<file path="src/hw/rtl/interval_merge_filter_defines.svh">
// Assertion helpers used by the interval merge filter datapath.
`ifndef INTERVAL_MERGE_FILTER_DEFINES_SVH
`define INTERVAL_MERGE_FILTER_DEFINES_SVH

// Same-cycle implication, disabled while reset is high.
`define IMF_ASSERT_IMPL(label, clk, rst, ante, cons) \
  label: assert property (@(posedge clk) disable iff (rst) (ante) |-> (cons)) \
    else $error("interval merge filter check failed");

// Next-cycle implication, disabled while reset is high.
`define IMF_ASSERT_NEXT(label, clk, rst, ante, cons) \
  label: assert property (@(posedge clk) disable iff (rst) (ante) |=> (cons)) \
    else $error("interval merge filter check failed");

`endif

</file>
<file path="src/hw/rtl/imf_pkg.sv">
`timescale 1ns / 1ps
`default_nettype none

package imf_pkg;

  // Fixed widths of the channel fields and of the configuration port.
  localparam int unsigned FIELD_W   = 32;
  localparam int unsigned MIN_DUR_W = 17;
  localparam int unsigned APB_DW    = 32;
  localparam int unsigned APB_AW    = 3;
  localparam int unsigned REG_IDX_W = 1;

  // Register indexes (byte address is 4 times the index).
  localparam logic [REG_IDX_W-1:0] REG_DETECT_ENABLE = 1'b0;
  localparam logic [REG_IDX_W-1:0] REG_MIN_DURATION  = 1'b1;

  // Reset values of the registers.
  localparam logic                 DETECT_ENABLE_RST = 1'b1;
  localparam logic [MIN_DUR_W-1:0] MIN_DURATION_RST  = 17'd300;

  // Item opcodes.
  localparam logic OP_INSERT = 1'b0;
  localparam logic OP_CLEAR  = 1'b1;

  typedef struct packed {
    logic               opcode;
    logic [FIELD_W-1:0] period_start;
    logic [FIELD_W-1:0] period_end;
  } in_item_t;

  typedef struct packed {
    logic [FIELD_W-1:0] entry_start;
    logic [FIELD_W-1:0] entry_end;
    logic               entry_valid;
    logic               last_entry;
    logic               idle_found;
    logic               overflow;
  } out_item_t;

  typedef enum logic [2:0] {
    ST_IDLE,
    ST_MERGE,
    ST_FLUSH,
    ST_COMMIT,
    ST_EMIT
  } imf_state_t;

  typedef struct packed {
    logic capture;
    logic merge_step;
    logic flush;
    logic commit;
    logic emit_step;
  } imf_cmd_t;

  typedef struct packed {
    logic start_merge;
    logic merge_done;
    logic out_free;
    logic emit_last;
  } imf_status_t;

endpackage

`default_nettype wire

</file>
<file path="src/hw/rtl/interval_merge_filter.sv">
// Interval merge filter: keeps a sorted, merged table of time intervals.
// Item channel (item_valid / item_stall / item): a transaction carries either
// an insert of one interval or a clear of the whole table. Result channel
// (result_valid / result_stall / result): after every item the block sends
// one transaction per stored entry, in order, the final one marked with
// last_entry; an empty table gives a single transaction with entry_valid low.
// The block works on one item at a time. An insert with detection enabled
// walks the old table once through a single memory read port to merge it
// with the new interval, and then walks the new table once to send it. A
// clear or a disabled insert only sends the table.
// The next item is taken while the last result still sits in the output
// register; a stalled result holds there and simply delays the next table
// walk. Reset empties the table and loads detect_enable = 1 and
// min_duration = 300; the table memory itself needs no clearing pass.
// Registers (APB, byte address 4 * index): detect_enable at 0x0,
// min_duration at 0x4. Write them only while the block is idle.
`timescale 1ns / 1ps
`default_nettype none

module interval_merge_filter #(
  parameter int unsigned MAX_PERIODS = 16,
  parameter int unsigned TIME_BITS   = 32
) (
  input  logic                          clk,
  input  logic                          rst,
  input  logic                          item_valid,
  output logic                          item_stall,
  input  imf_pkg::in_item_t             item,
  output logic                          result_valid,
  input  logic                          result_stall,
  output imf_pkg::out_item_t            result,
  input  logic                          psel,
  input  logic                          penable,
  input  logic                          pwrite,
  input  logic [imf_pkg::APB_AW-1:0]    paddr,
  input  logic [imf_pkg::APB_DW-1:0]    pwdata,
  output logic [imf_pkg::APB_DW-1:0]    prdata,
  output logic                          pready
);
  import imf_pkg::*;

  logic                 detect_enable;
  logic [MIN_DUR_W-1:0] min_duration;
  logic [REG_IDX_W-1:0] reg_idx;
  logic                 reg_write;

  imf_cmd_t    cmd;
  imf_status_t status;

  // The APB port never inserts wait states.
  assign pready    = 1'b1;
  assign reg_idx   = paddr[APB_AW-1:2];
  assign reg_write = psel && penable && pwrite && pready;

  always_ff @(posedge clk) begin
    if (rst) begin
      detect_enable <= DETECT_ENABLE_RST;
      min_duration  <= MIN_DURATION_RST;
    end else if (reg_write) begin
      unique case (reg_idx)
        REG_DETECT_ENABLE: detect_enable <= pwdata[0];
        REG_MIN_DURATION:  min_duration  <= pwdata[MIN_DUR_W-1:0];
        default:           detect_enable <= detect_enable;
      endcase
    end
  end

  always_comb begin
    unique case (reg_idx)
      REG_DETECT_ENABLE: prdata = APB_DW'(detect_enable);
      REG_MIN_DURATION:  prdata = APB_DW'(min_duration);
      default:           prdata = '0;
    endcase
  end

  // The controller sequences capture, merge, flush, commit and send; the
  // datapath owns the table memory, the merge pipeline and the output register.
  imf_ctrl u_ctrl (
    .clk        (clk),
    .rst        (rst),
    .item_valid (item_valid),
    .item_stall (item_stall),
    .status     (status),
    .cmd        (cmd)
  );

  imf_datapath #(
    .MAX_PERIODS (MAX_PERIODS),
    .TIME_BITS   (TIME_BITS)
  ) u_datapath (
    .clk           (clk),
    .rst           (rst),
    .cmd           (cmd),
    .status        (status),
    .item          (item),
    .detect_enable (detect_enable),
    .min_duration  (min_duration),
    .result        (result),
    .result_valid  (result_valid),
    .result_stall  (result_stall)
  );

endmodule

`default_nettype wire

</file>
<file path="src/hw/rtl/imf_ctrl.sv">
`timescale 1ns / 1ps
`default_nettype none

module imf_ctrl (
  input  logic                clk,
  input  logic                rst,
  input  logic                item_valid,
  output logic                item_stall,
  input  imf_pkg::imf_status_t status,
  output imf_pkg::imf_cmd_t    cmd
);
  import imf_pkg::*;

  imf_state_t state;
  imf_state_t state_next;

  always_ff @(posedge clk) begin
    if (rst) begin
      state <= ST_IDLE;
    end else begin
      state <= state_next;
    end
  end

  always_comb begin
    state_next = state;
    unique case (state)
      ST_IDLE: begin
        if (item_valid) begin
          state_next = status.start_merge ? ST_MERGE : ST_EMIT;
        end
      end
      ST_MERGE: begin
        if (status.merge_done) begin
          state_next = ST_FLUSH;
        end
      end
      ST_FLUSH:  state_next = ST_COMMIT;
      ST_COMMIT: state_next = ST_EMIT;
      ST_EMIT: begin
        if (status.out_free && status.emit_last) begin
          state_next = ST_IDLE;
        end
      end
      default:   state_next = ST_IDLE;
    endcase
  end

  always_comb begin
    cmd        = '0;
    item_stall = 1'b1;
    unique case (state)
      ST_IDLE: begin
        item_stall  = 1'b0;
        cmd.capture = item_valid;
      end
      ST_MERGE:  cmd.merge_step = 1'b1;
      ST_FLUSH:  cmd.flush      = 1'b1;
      ST_COMMIT: cmd.commit     = 1'b1;
      ST_EMIT:   cmd.emit_step  = status.out_free;
      default:   cmd            = '0;
    endcase
  end

endmodule

`default_nettype wire

</file>
<file path="src/hw/rtl/imf_datapath.sv">
`timescale 1ns / 1ps
`default_nettype none

`include "interval_merge_filter_defines.svh"

module imf_datapath #(
  parameter int unsigned MAX_PERIODS = 16,
  parameter int unsigned TIME_BITS   = 32
) (
  input  logic                             clk,
  input  logic                             rst,
  input  imf_pkg::imf_cmd_t                cmd,
  output imf_pkg::imf_status_t             status,
  input  imf_pkg::in_item_t                item,
  input  logic                             detect_enable,
  input  logic [imf_pkg::MIN_DUR_W-1:0]    min_duration,
  output imf_pkg::out_item_t               result,
  output logic                             result_valid,
  input  logic                             result_stall
);
  import imf_pkg::*;

  localparam int unsigned CW    = $clog2(MAX_PERIODS + 1);
  localparam int unsigned AW    = $clog2(MAX_PERIODS);
  localparam int unsigned DEPTH = 2 ** (AW + 1);
  localparam int unsigned DW    = (TIME_BITS > MIN_DUR_W) ? TIME_BITS : MIN_DUR_W;

  // Two banks in one memory: the live table and the one being rebuilt.
  logic [2*TIME_BITS-1:0] mem [0:DEPTH-1];
  logic [2*TIME_BITS-1:0] rdata;
  logic [AW:0]            raddr;
  logic [AW:0]            waddr;
  logic                   we;

  logic                 bank;
  logic                 bank_next;
  logic [CW-1:0]        count;
  logic [CW-1:0]        rd;
  logic [CW-1:0]        rd_next;
  logic [CW-1:0]        kept;
  logic                 new_used;
  logic [TIME_BITS-1:0] new_s;
  logic [TIME_BITS-1:0] new_e;
  logic                 x_valid;
  logic [TIME_BITS-1:0] x_s;
  logic [TIME_BITS-1:0] x_e;
  logic                 cur_valid;
  logic [TIME_BITS-1:0] cur_s;
  logic [TIME_BITS-1:0] cur_e;
  logic                 item_ovf;
  logic                 item_idle;

  logic [TIME_BITS-1:0] rd_s;
  logic [TIME_BITS-1:0] rd_e;
  logic [TIME_BITS-1:0] diff;
  logic [63:0]          in_s64;
  logic [63:0]          in_e64;
  logic [63:0]          out_s64;
  logic [63:0]          out_e64;
  logic                 remaining;
  logic                 take_new;
  logic                 pick;
  logic                 x_joins;
  logic                 close_en;
  logic                 close_keep;
  logic                 kept_full;
  logic                 close_wr;
  logic                 out_free;
  logic                 emit_last;

  assign rd_s = rdata[2*TIME_BITS-1:TIME_BITS];
  assign rd_e = rdata[TIME_BITS-1:0];

  assign in_s64  = 64'(item.period_start);
  assign in_e64  = 64'(item.period_end);
  assign out_s64 = 64'(rd_s);
  assign out_e64 = 64'(rd_e);

  // Pick stage: the next element in (start, end) order from the stored
  // table and the new interval; ties keep the stored entry first.
  assign remaining = (rd < count) || !new_used;
  assign take_new  = !new_used &&
                     ((rd == count) || (new_s < rd_s) || ((new_s == rd_s) && (new_e < rd_e)));
  assign pick      = cmd.merge_step && remaining;

  // Merge stage: extend the open group or close it.
  assign x_joins    = (x_s >= cur_s) && (x_s <= cur_e);
  assign close_en   = (cmd.merge_step && x_valid && cur_valid && !x_joins) || cmd.flush;
  assign diff       = cur_e - cur_s;
  assign close_keep = (cur_e >= cur_s) && (DW'(diff) >= DW'(min_duration));
  assign kept_full  = kept >= CW'(MAX_PERIODS);
  assign close_wr   = close_en && close_keep && !kept_full;

  assign we    = close_wr;
  assign waddr = {~bank, kept[AW-1:0]};

  assign out_free  = !result_valid || !result_stall;
  assign emit_last = (count == '0) || (rd == count - CW'(1));

  assign status.start_merge = (item.opcode == OP_INSERT) && detect_enable;
  assign status.merge_done  = !remaining && !x_valid;
  assign status.out_free    = out_free;
  assign status.emit_last   = emit_last;

  always_comb begin
    bank_next = cmd.commit ? ~bank : bank;
    rd_next   = rd;
    if (cmd.capture || cmd.commit) begin
      rd_next = '0;
    end else if (pick && !take_new) begin
      rd_next = rd + CW'(1);
    end else if (cmd.emit_step) begin
      rd_next = emit_last ? '0 : rd + CW'(1);
    end
  end

  // The read address follows the next read pointer, so rdata always holds
  // the entry at the current pointer of the live bank.
  assign raddr = {bank_next, rd_next[AW-1:0]};

  always_ff @(posedge clk) begin
    if (we) begin
      mem[waddr] <= {cur_s, cur_e};
    end
    rdata <= mem[raddr];
  end

  always_ff @(posedge clk) begin
    if (rst) begin
      bank         <= 1'b0;
      count        <= '0;
      rd           <= '0;
      kept         <= '0;
      new_used     <= 1'b0;
      x_valid      <= 1'b0;
      cur_valid    <= 1'b0;
      item_ovf     <= 1'b0;
      item_idle    <= 1'b0;
      result_valid <= 1'b0;
    end else begin
      bank <= bank_next;
      rd   <= rd_next;
      if (cmd.capture) begin
        new_used  <= 1'b0;
        x_valid   <= 1'b0;
        cur_valid <= 1'b0;
        kept      <= '0;
        item_ovf  <= 1'b0;
        item_idle <= 1'b0;
        if (item.opcode == OP_CLEAR) begin
          count <= '0;
        end
      end
      if (cmd.merge_step) begin
        x_valid <= pick;
        if (pick && take_new) begin
          new_used <= 1'b1;
        end
        if (x_valid) begin
          cur_valid <= 1'b1;
        end
      end
      if (close_wr) begin
        kept <= kept + CW'(1);
      end
      if (close_en && close_keep && kept_full) begin
        item_ovf <= 1'b1;
      end
      if (cmd.commit) begin
        count     <= kept;
        item_idle <= kept != '0;
      end
      if (cmd.emit_step) begin
        result_valid <= 1'b1;
      end else if (!result_stall) begin
        result_valid <= 1'b0;
      end
    end
  end

  always_ff @(posedge clk) begin
    if (cmd.capture) begin
      new_s <= in_s64[TIME_BITS-1:0];
      new_e <= in_e64[TIME_BITS-1:0];
    end
    if (pick) begin
      x_s <= take_new ? new_s : rd_s;
      x_e <= take_new ? new_e : rd_e;
    end
    if (cmd.merge_step && x_valid) begin
      if (!cur_valid || !x_joins) begin
        cur_s <= x_s;
        cur_e <= x_e;
      end else if (x_e > cur_e) begin
        cur_e <= x_e;
      end
    end
    if (cmd.emit_step) begin
      if (count == '0) begin
        result.entry_start <= '0;
        result.entry_end   <= '0;
        result.entry_valid <= 1'b0;
        result.last_entry  <= 1'b1;
        result.idle_found  <= 1'b0;
        result.overflow    <= 1'b0;
      end else begin
        result.entry_start <= out_s64[FIELD_W-1:0];
        result.entry_end   <= out_e64[FIELD_W-1:0];
        result.entry_valid <= 1'b1;
        result.last_entry  <= emit_last;
        result.idle_found  <= item_idle;
        result.overflow    <= item_ovf;
      end
    end
  end

  `IMF_ASSERT_IMPL(a_kept_bound, clk, rst, cmd.merge_step || cmd.flush, kept <= CW'(MAX_PERIODS))
  `IMF_ASSERT_NEXT(a_commit_count, clk, rst, cmd.commit, count == $past(kept))
  `IMF_ASSERT_NEXT(a_emit_wrap, clk, rst, cmd.emit_step && emit_last, rd == '0)
  `IMF_ASSERT_IMPL(a_ovf_full, clk, rst, item_ovf, kept == CW'(MAX_PERIODS))

endmodule

`default_nettype wire
</file>
<file path="config.mk">
export PLATFORM = sky130hd
export DESIGN_NAME = interval_merge_filter
export DESIGN_NICKNAME = d
export VERILOG_FILES = /design/src/hw/rtl/imf_pkg.sv /design/src/hw/rtl/interval_merge_filter.sv /design/src/hw/rtl/imf_ctrl.sv /design/src/hw/rtl/imf_datapath.sv
export VERILOG_INCLUDE_DIRS = /design/src /design/src/hw/rtl
export SDC_FILE = /design/constraint.sdc
export NUM_CORES = 2
export LEC_CHECK = 0
export BUFFER_PORTS_ARGS = -buffer_cell sky130_fd_sc_hd__buf_4
export CELL_PAD_IN_SITES_DETAIL_PLACEMENT = 0
export CELL_PAD_IN_SITES_GLOBAL_PLACEMENT = 2
export CORE_AREA = 4 4 321 638
export CTS_CLUSTER_DIAMETER = 120
export DETAILED_ROUTE_END_ITERATION = 6
export DIE_AREA = 0 0 325 642
export PLACE_DENSITY_LB_ADDON = 0.08
export SLEW_MARGIN = 10
export SYNTH_ARGS = -nofsm -noshare
export SYNTH_HDL_FRONTEND = slang
export SYNTH_SLANG_ARGS = --single-unit
</file>
<file path="constraint.sdc">
create_clock -name clk -period 29.2 [get_ports clk]
set_clock_uncertainty 0.2 [all_clocks]
set_input_delay 2.92 -clock clk [delete_from_list [all_inputs] [get_ports clk]]
set_output_delay 2.92 -clock clk [all_outputs]
set_load 0.005 [all_outputs]
</file>
# --- Word-level counts from Yosys, hierarchy flattened ---
# Memory sizes are Yosys's and may differ from the RTL's. A register that Yosys moved wholly into a read port is not among the register bits.
# Cells that the tools add are included.
word_totals:
  input_bits: 107
  output_inout_bits: 103
  mem_bits_rw: 2048
  regBits: 303
  n_memories: 1
  word_cells: 147
memory_table:
  columns: ["memory", "words", "word_bits", "read_ports", "rd_ports_with_merged_regs", "wr", "line_no", "rtl"]
  rows:
  - ["u_datapath.mem", 32, 64, 1, 1, 1, "imf_datapath.sv:29", "logic [2*TIME_BITS-1:0] mem [0:DEPTH-1];"]
op_classes:
  n_eq_ne: 11
  bitwise: 3
  reduce_logical: 52
  n_mux: 41
  add_sub_neg: 4
  magnitude_cmp: 9
ops:
  columns: ["op", "n"]
  rows:
  - ["two-way mux 32 bit", 4]
  - [">= comparator 32 bit", 2]
  - ["less-than comparator 32 bit", 2]
  - ["one-hot mux 32 bit (2 select lines)", 1]
  - ["two-way mux 5 bit", 8]
  - ["== test 32 bit", 1]
  - [">= comparator 32 x 17 -> 1 bit", 1]
  - ["greater-than comparator 32 bit", 1]
  - ["less-or-equal comparator 32 bit", 1]
  - ["subtractor 32 bit", 1]
  - ["two-way mux 1 bit", 21]
  - ["logical AND 1 bit", 18]
  - ["one-hot mux 3 bit (5 select lines)", 1]
  - ["nonzero test 2 bit", 7]
  - ["two-way mux 3 bit", 4]
  - ["adder 5 x 1 -> 5 bit (second input constant)", 2]
  - ["== test 5 bit", 2]
  - ["AND reduction 2 bit", 5]
  - ["zero test 1 bit", 9]
  - ["logical OR 1 bit", 8]
  - ["two-way mux 4 bit", 2]
  - ["== test 3 x 2 -> 1 bit (second input constant)", 2]
  - [">= comparator 5 bit (second input constant)", 1]
  - ["zero test 5 bit", 1]
  - ["11 further kinds", 15]

# --- Depth between registers and ports, before layout ---
depth:
  depth_word: 10
  depth_mapped: 25
  mapped_depth_nobuf: 24

# --- Cells and area by module ---
# A second synthesis with hierarchy kept.
hier_totals:
  hier_cells: 7252
  hier_area_um2: 99944.6
by_module_without_submodules:
  columns: ["module", "seq_area_each_um2", "instances", "area_per_inst_um2", "cells_each"]
  rows:
  - ["imf_datapath", 71028.1, 1, 98674.6, 7110]
  - ["interval_merge_filter", 360.3, 1, 1056.0, 116]
  - ["imf_ctrl", 60.1, 1, 214.0, 26]

# --- Worst setup path after synthesis ---
# OpenSTA, ideal clock, no wires.
synth_path:
  kind: "register -> register"
  from: "register u_datapath.cur_e[0]"
  to: "memory u_datapath.mem[16][0] (netlist name) (enable)"
  path_buffers: 0
  path_stages_with_launch: 23
  t_required_ps: 28356
  arrival_ps: 10233
  setup_slack_ps: 18123
  cell_sequence: "edfxtp_1 inv_1 ha_1 fa_1 nor2b_1 o21ai_1 a21boi_0 o21a_1 nor2_1 nor2_1 o21ai_0 nand2b_1 a31oi_1 xnor2_1 ha_1 nand4_1 o311a_1 o221a_2 nand4_1 or4b_1 o21a_1 nand3_1 nor4_1"
synth_between:
  elab_chain_len: 9
synth_lines:
  columns: ["element", "line_no", "rtl"]
  rows:
  - ["start, declared", "imf_datapath.sv:49", "logic [TIME_BITS-1:0] cur_e;"]
  - ["start signal, assigned", "imf_datapath.sv:193", "cur_e <= x_e;"]
  - ["start signal, assigned", "imf_datapath.sv:195", "cur_e <= x_e;"]
  - ["parallel branches: the longest is 5 deep, another holds subtractor 32 bit", null, null]
  - ["logical AND 1 bit * (2 in a row)", "imf_datapath.sv:92", "assign close_wr = close_en && close_keep && !kept_full;"]
  - ["two-way mux 1 bit *", "imf_datapath.sv:122", "if (we) begin"]
  - ["two-way mux 1 bit (not written as such) *", "imf_datapath.sv:123", "mem[waddr] <= {cur_s, cur_e};"]
  - ["end, declared", "imf_datapath.sv:29", null]
# Every way passes the cells marked *.

# --- Worst setup path after layout ---
layout_path:
  from: "register u_datapath.rdata[45] (read register of u_datapath.mem)"
  to: "register u_datapath.rdata[45] (read register of u_datapath.mem)"
layout_between:
  elab_chain_len: 8
layout_lines:
  columns: ["element", "line_no", "rtl"]
  rows:
  - ["start, declared", "imf_datapath.sv:30", "logic [2*TIME_BITS-1:0] rdata;"]
  - ["less-than comparator 32 bit or == test 32 bit (tied branches)", "imf_datapath.sv:83", "((rd == count) || (new_s < rd_s) || ((new_s == rd_s) && (new_e < rd_e)));"]
  - ["logical OR 1 bit or logical AND 1 bit (tied branches)", "imf_datapath.sv:83", null]
  - ["logical OR 1 bit *", "imf_datapath.sv:83", null]
  - ["logical AND 1 bit *", "imf_datapath.sv:82", "assign take_new = !new_used &&"]
  - ["zero test 1 bit *", "imf_datapath.sv:110", "end else if (pick && !take_new) begin"]
  - ["logical AND 1 bit *", "imf_datapath.sv:110", null]
  - ["two-way mux 5 bit *", "imf_datapath.sv:110", null]
  - ["two-way mux 4 bit *", "imf_datapath.sv:108", "if (cmd.capture || cmd.commit) begin"]
# Mark *: on every way between the ends. The rest lies on a longest branch, timed or not.
# A chain may end at the register's enable or synchronous reset.

==> results.py <==
metrics = {
    "run_status": {
        "status": "finished clean",
    },
    "synth": {
        "synth_xor_area_share_pct": 0.251,
        "synth_fa_ha_area_share_pct": 2.83,
        "synth_top_area_share_pct": 71.1,
        "ys_warn_count": 0,
        "synth_edf_count": 2308,
        "synth-seq-area-share_pct": 73.3,
        "synthDistinctLibCells": 78,
        "synth_top_family_by_area": "simple AND/OR/NAND/NOR gates",
        "syn-instance-count": 6922,
        "synth-simple-area-share_pct": 11.7,
        "synth_compound_area_share_pct": 5.75,
        "synth_area_um2": 97500,
        "yosysTopAreaCell": "edfxtp_1",
        "synth.avg_cell_area_um2": 14.1,
        "ys_ff_latch": 2415,
        "synthMuxAreaShare_pct": 3.72,
        "ys.flop_type": "edfxtp_1",
        "synth_area_leaders": "edfxtp_1, nand2_1, ha_1, mux4_2, nand3_1",
        "synthArstFlopShare_pct": 0,
    },
    "floorplanning": {
        "rows": 232,
        "start_util_pct": 48.8,
        "die_w_um": 325,
        "core_area_um2": 200000,
        "dieArea_um2": 209000,
        "dieHeight_um": 642,
        "pin_count": 210,
    },
    "grt": {
        "overflow": 0,
        "grt_pass1_vias": 58100,
        "antenna_found_initial": 14,
        "busiest_layer": "met2",
        "use_met3_pct": 3.35,
        "met2_usage_pct": 51.6,
        "grt_pass1_wl_um": 430000,
        "met1_usage_pct": 36.4,
        "grtUsageTotal_pct": 28.8,
        "grt_max_degree": 167,
    },
    "timing": {
        "max-slew-margin-rel_pct": 11.6,
        "setup_viol": 0,
        "finalHoldViolCount": 0,
        "rsz0062_at_grt": "no",
        "tns_ns": 0,
        "worst_slew_pin_slew_ns": 1.32,
        "fin_crit_sh_pct": 31.3,
        "max_freq_mhz": 109,
        "min_period_ns": 9.14,
        "hold-worst-slack_ns": 0.268,
        "drv_slew": 0,
    },
    "worst_setup_path": {
        "path_class": "register to register",
        "cp_max_fo": 70,
        "cp_data_required_time_ns": 29.69,
        "cp.arrival_ns": 9.62,
        "start_kind": "register",
        "end_kind": "register",
    },
    "clock_network": {
        "clock_latency_ns": 0.89,
        "cts_root_buf": "clkbuf_16",
        "cts.clk_slew.worst_paths_ns": 0.07,
        "post_cts_buffers": 0,
        "clock_path_buffers": 4,
        "htreeDepth": 4,
        "holdBufCountCts": 0,
        "cts_tree": "yes",
        "ctsResizeCount": 0,
        "cts_buffers": 214,
        "cts_num_sinks": 2415,
    },
    "cells_and_area": {
        "fin_nets": 7408,
        "multi_input_area_um2": 24000,
        "fin_cells": 9833,
        "fillers": 16400,
        "drive_gt1_share_pct": 12.2,
        "synthToLayoutAreaGrowth_pct": 11.3,
        "design_area_um2": 109000,
        "register_area_um2": 71400,
    },
    "routing": {
        "vias": 59500,
        "dr.pass1.iters": 6,
        "wl_per_cell_um": 31.2,
        "ant_nets": 0,
        "vias_per_cell": 6.05,
        "drc": 0,
        "wirelength_um": 307000,
        "drtIter0Drc": 6385,
    },
    "place": {
        "placed_area_um2": 102000,
        "gp_congestion": 0.884,
        "dp_hpwl_um": 173000,
        "placedCellCount": 9439,
        "io_buffers": 176,
    },
    "power": {
        "peakVddDrop_mv": 0.0500,
        "leakagePower_nw": 37.7,
        "p_per_area_nw_per_um2": 64.9,
    },
    "job": {
        "cap_violations": 0,
    },
    "hold_path": {
        "hp-class": "register to register",
    },
}
flip-flops by register name (all words and copies together), names as in the netlist:
name	flops
u_datapath.result	68
u_datapath.kept	5
u_datapath.cur_valid	1
u_datapath.count	5
u_datapath.cur_s	32
u_datapath.new_s	32
detect_enable	1
u_datapath.item_ovf	1
u_datapath.bank	1
min_duration	17
u_datapath.mem	2048
u_ctrl.state	3
u_datapath.new_e	32
u_datapath.result_valid	1
u_datapath.rd	5
u_datapath.item_idle	1
u_datapath.new_used	1
u_datapath.x_e	32
u_datapath.rdata	64
u_datapath.cur_e	32
u_datapath.x_valid	1
u_datapath.x_s	32
cell type report:
class / count / area share (%)
well taps: 2574 / 2.97
flip-flops and latches: 2415 / 65.8
repair buffers: 309 / 2.21
clock inverters: 98 / 0.871
diodes: 4 / 0.00922
inverters: 169 / 0.588
multi-input cells: 3972 / 22.1
clock buffers: 292 / 5.46
kinds of logic (layout without fill, tap and decap cells):
| family | count (synthesis) | count (layout) |
|---|---|---|
| AOI/OAI and AO/OA | 895 | 895 |
| xor gates and xnor gates | 28 | 28 |
| adders and majority gates | 220 | 220 |
| buffers and inverters | 549 | 868 |
| DFF | 2415 | 2415 |
| muxes | 204 | 204 |
| other | 2 | 20 |
| and+or+nand+nor | 2609 | 2609 |
stage by stage:
| step | worst slack, ns | utilization (%) | total power [mW] |
|---|---|---|---|
| final | 20.06 | 54.4 | 7.05 |
| after global routing | 19.62 | 54.4 | 7.25 |
| after CTS | 19.94 | 54.4 | 7.09 |
| after detailed placement | 19.97 | 50.9 | 4.29 |
| after global placement | 19.98 | 50.9 | 4.29 |
| after floorplan | 18.12 | - | 4.13 |
cell usage in the layout (no fill, tap or decap), types with 24 or more instances in the layout:
cell type  instances
ha_1             219
a221oi_1          50
a21oi_1          405
nand4_1          113
clkinv_2          45
nand2_1         1644
nor3_1            24
dfxtp_1          107
clkbuf_16        217
nor2_1           124
edfxtp_1        2308
nand3_1          438
buf_4            303
mux2_2            64
and3_4            24
clkbuf_1          53
and3_1            72
a21o_1            63
mux4_2           119
o21ai_0           54
a31oi_1          139
nor4_1            60
inv_1            166
o211ai_1          65
per-layer routing:
layer  wire length (um)  share of wire (%)
met1             117000                 38
met5                  0                  0
met3              19600                6.4
met4              11600                3.8
met2             158000                 52
worst max-delay path, stage by stage, from the launching register on:
cell and delay [ns]:
dfxtp_1 0.60, inv_1 0.12, ha_1 0.32, nand4_1 0.23
or4_1 0.61, nor2_1 0.67, o2111ai_1 0.42, a2bb2oi_2 0.29
a21o_1 0.26, nor2_1 0.30, o21a_4 0.60, buf_4 0.73
buf_4 0.88, buf_4 0.74, buf_4 0.66, mux4_2 0.60
a221oi_1 0.36, o211ai_1 0.21
where the power goes:
| part | internal, mW | leakage [nW] | switching [mW] |
|---|---|---|---|
| Clock | 1.57 | 3.37 | 1.27 |
| Combinational | 0.120 | 12.7 | 0.213 |
| Sequential | 3.82 | 21.7 | 0.0600 |
| Total | 5.51 | 37.7 | 1.54 |
synthesized netlist by cell type, types with 11 or more instances:
library cell	count
mux2i_1	19
a21o_1	63
xor2_1	14
clkbuf_1	166
mux2_2	64
buf_4	31
o21ai_0	54
buf_1	23
nand3_1	438
ha_1	219
nor2b_1	25
buf_6	11
nand4_1	113
nand2_1	1645
mux4_2	119
o211ai_1	65
nand2b_1	17
o2111ai_1	12
nor4_1	61
nor3_1	25
and2_1	22
a31oi_1	139
o21a_1	18
a21oi_1	406
and3_1	96
inv_1	169
dfxtp_1	107
edfxtp_1	2308
xnor2_1	14
a221oi_1	50
nor2_1	128
buf_2	149
final timing paths:
kind	start	end	slack (ns)	cells past startpoint
worst max-delay path	u_datapath.rdata[45]	u_datapath.rdata[45]	20.06	17
worst max register to register	u_datapath.rdata[45]	u_datapath.rdata[45]	20.06	17
worst min-delay path	min_duration[14]	min_duration[14]	0.27	2
worst min register to register	min_duration[14]	min_duration[14]	0.27	2
(Power assumes the default switching activity.)
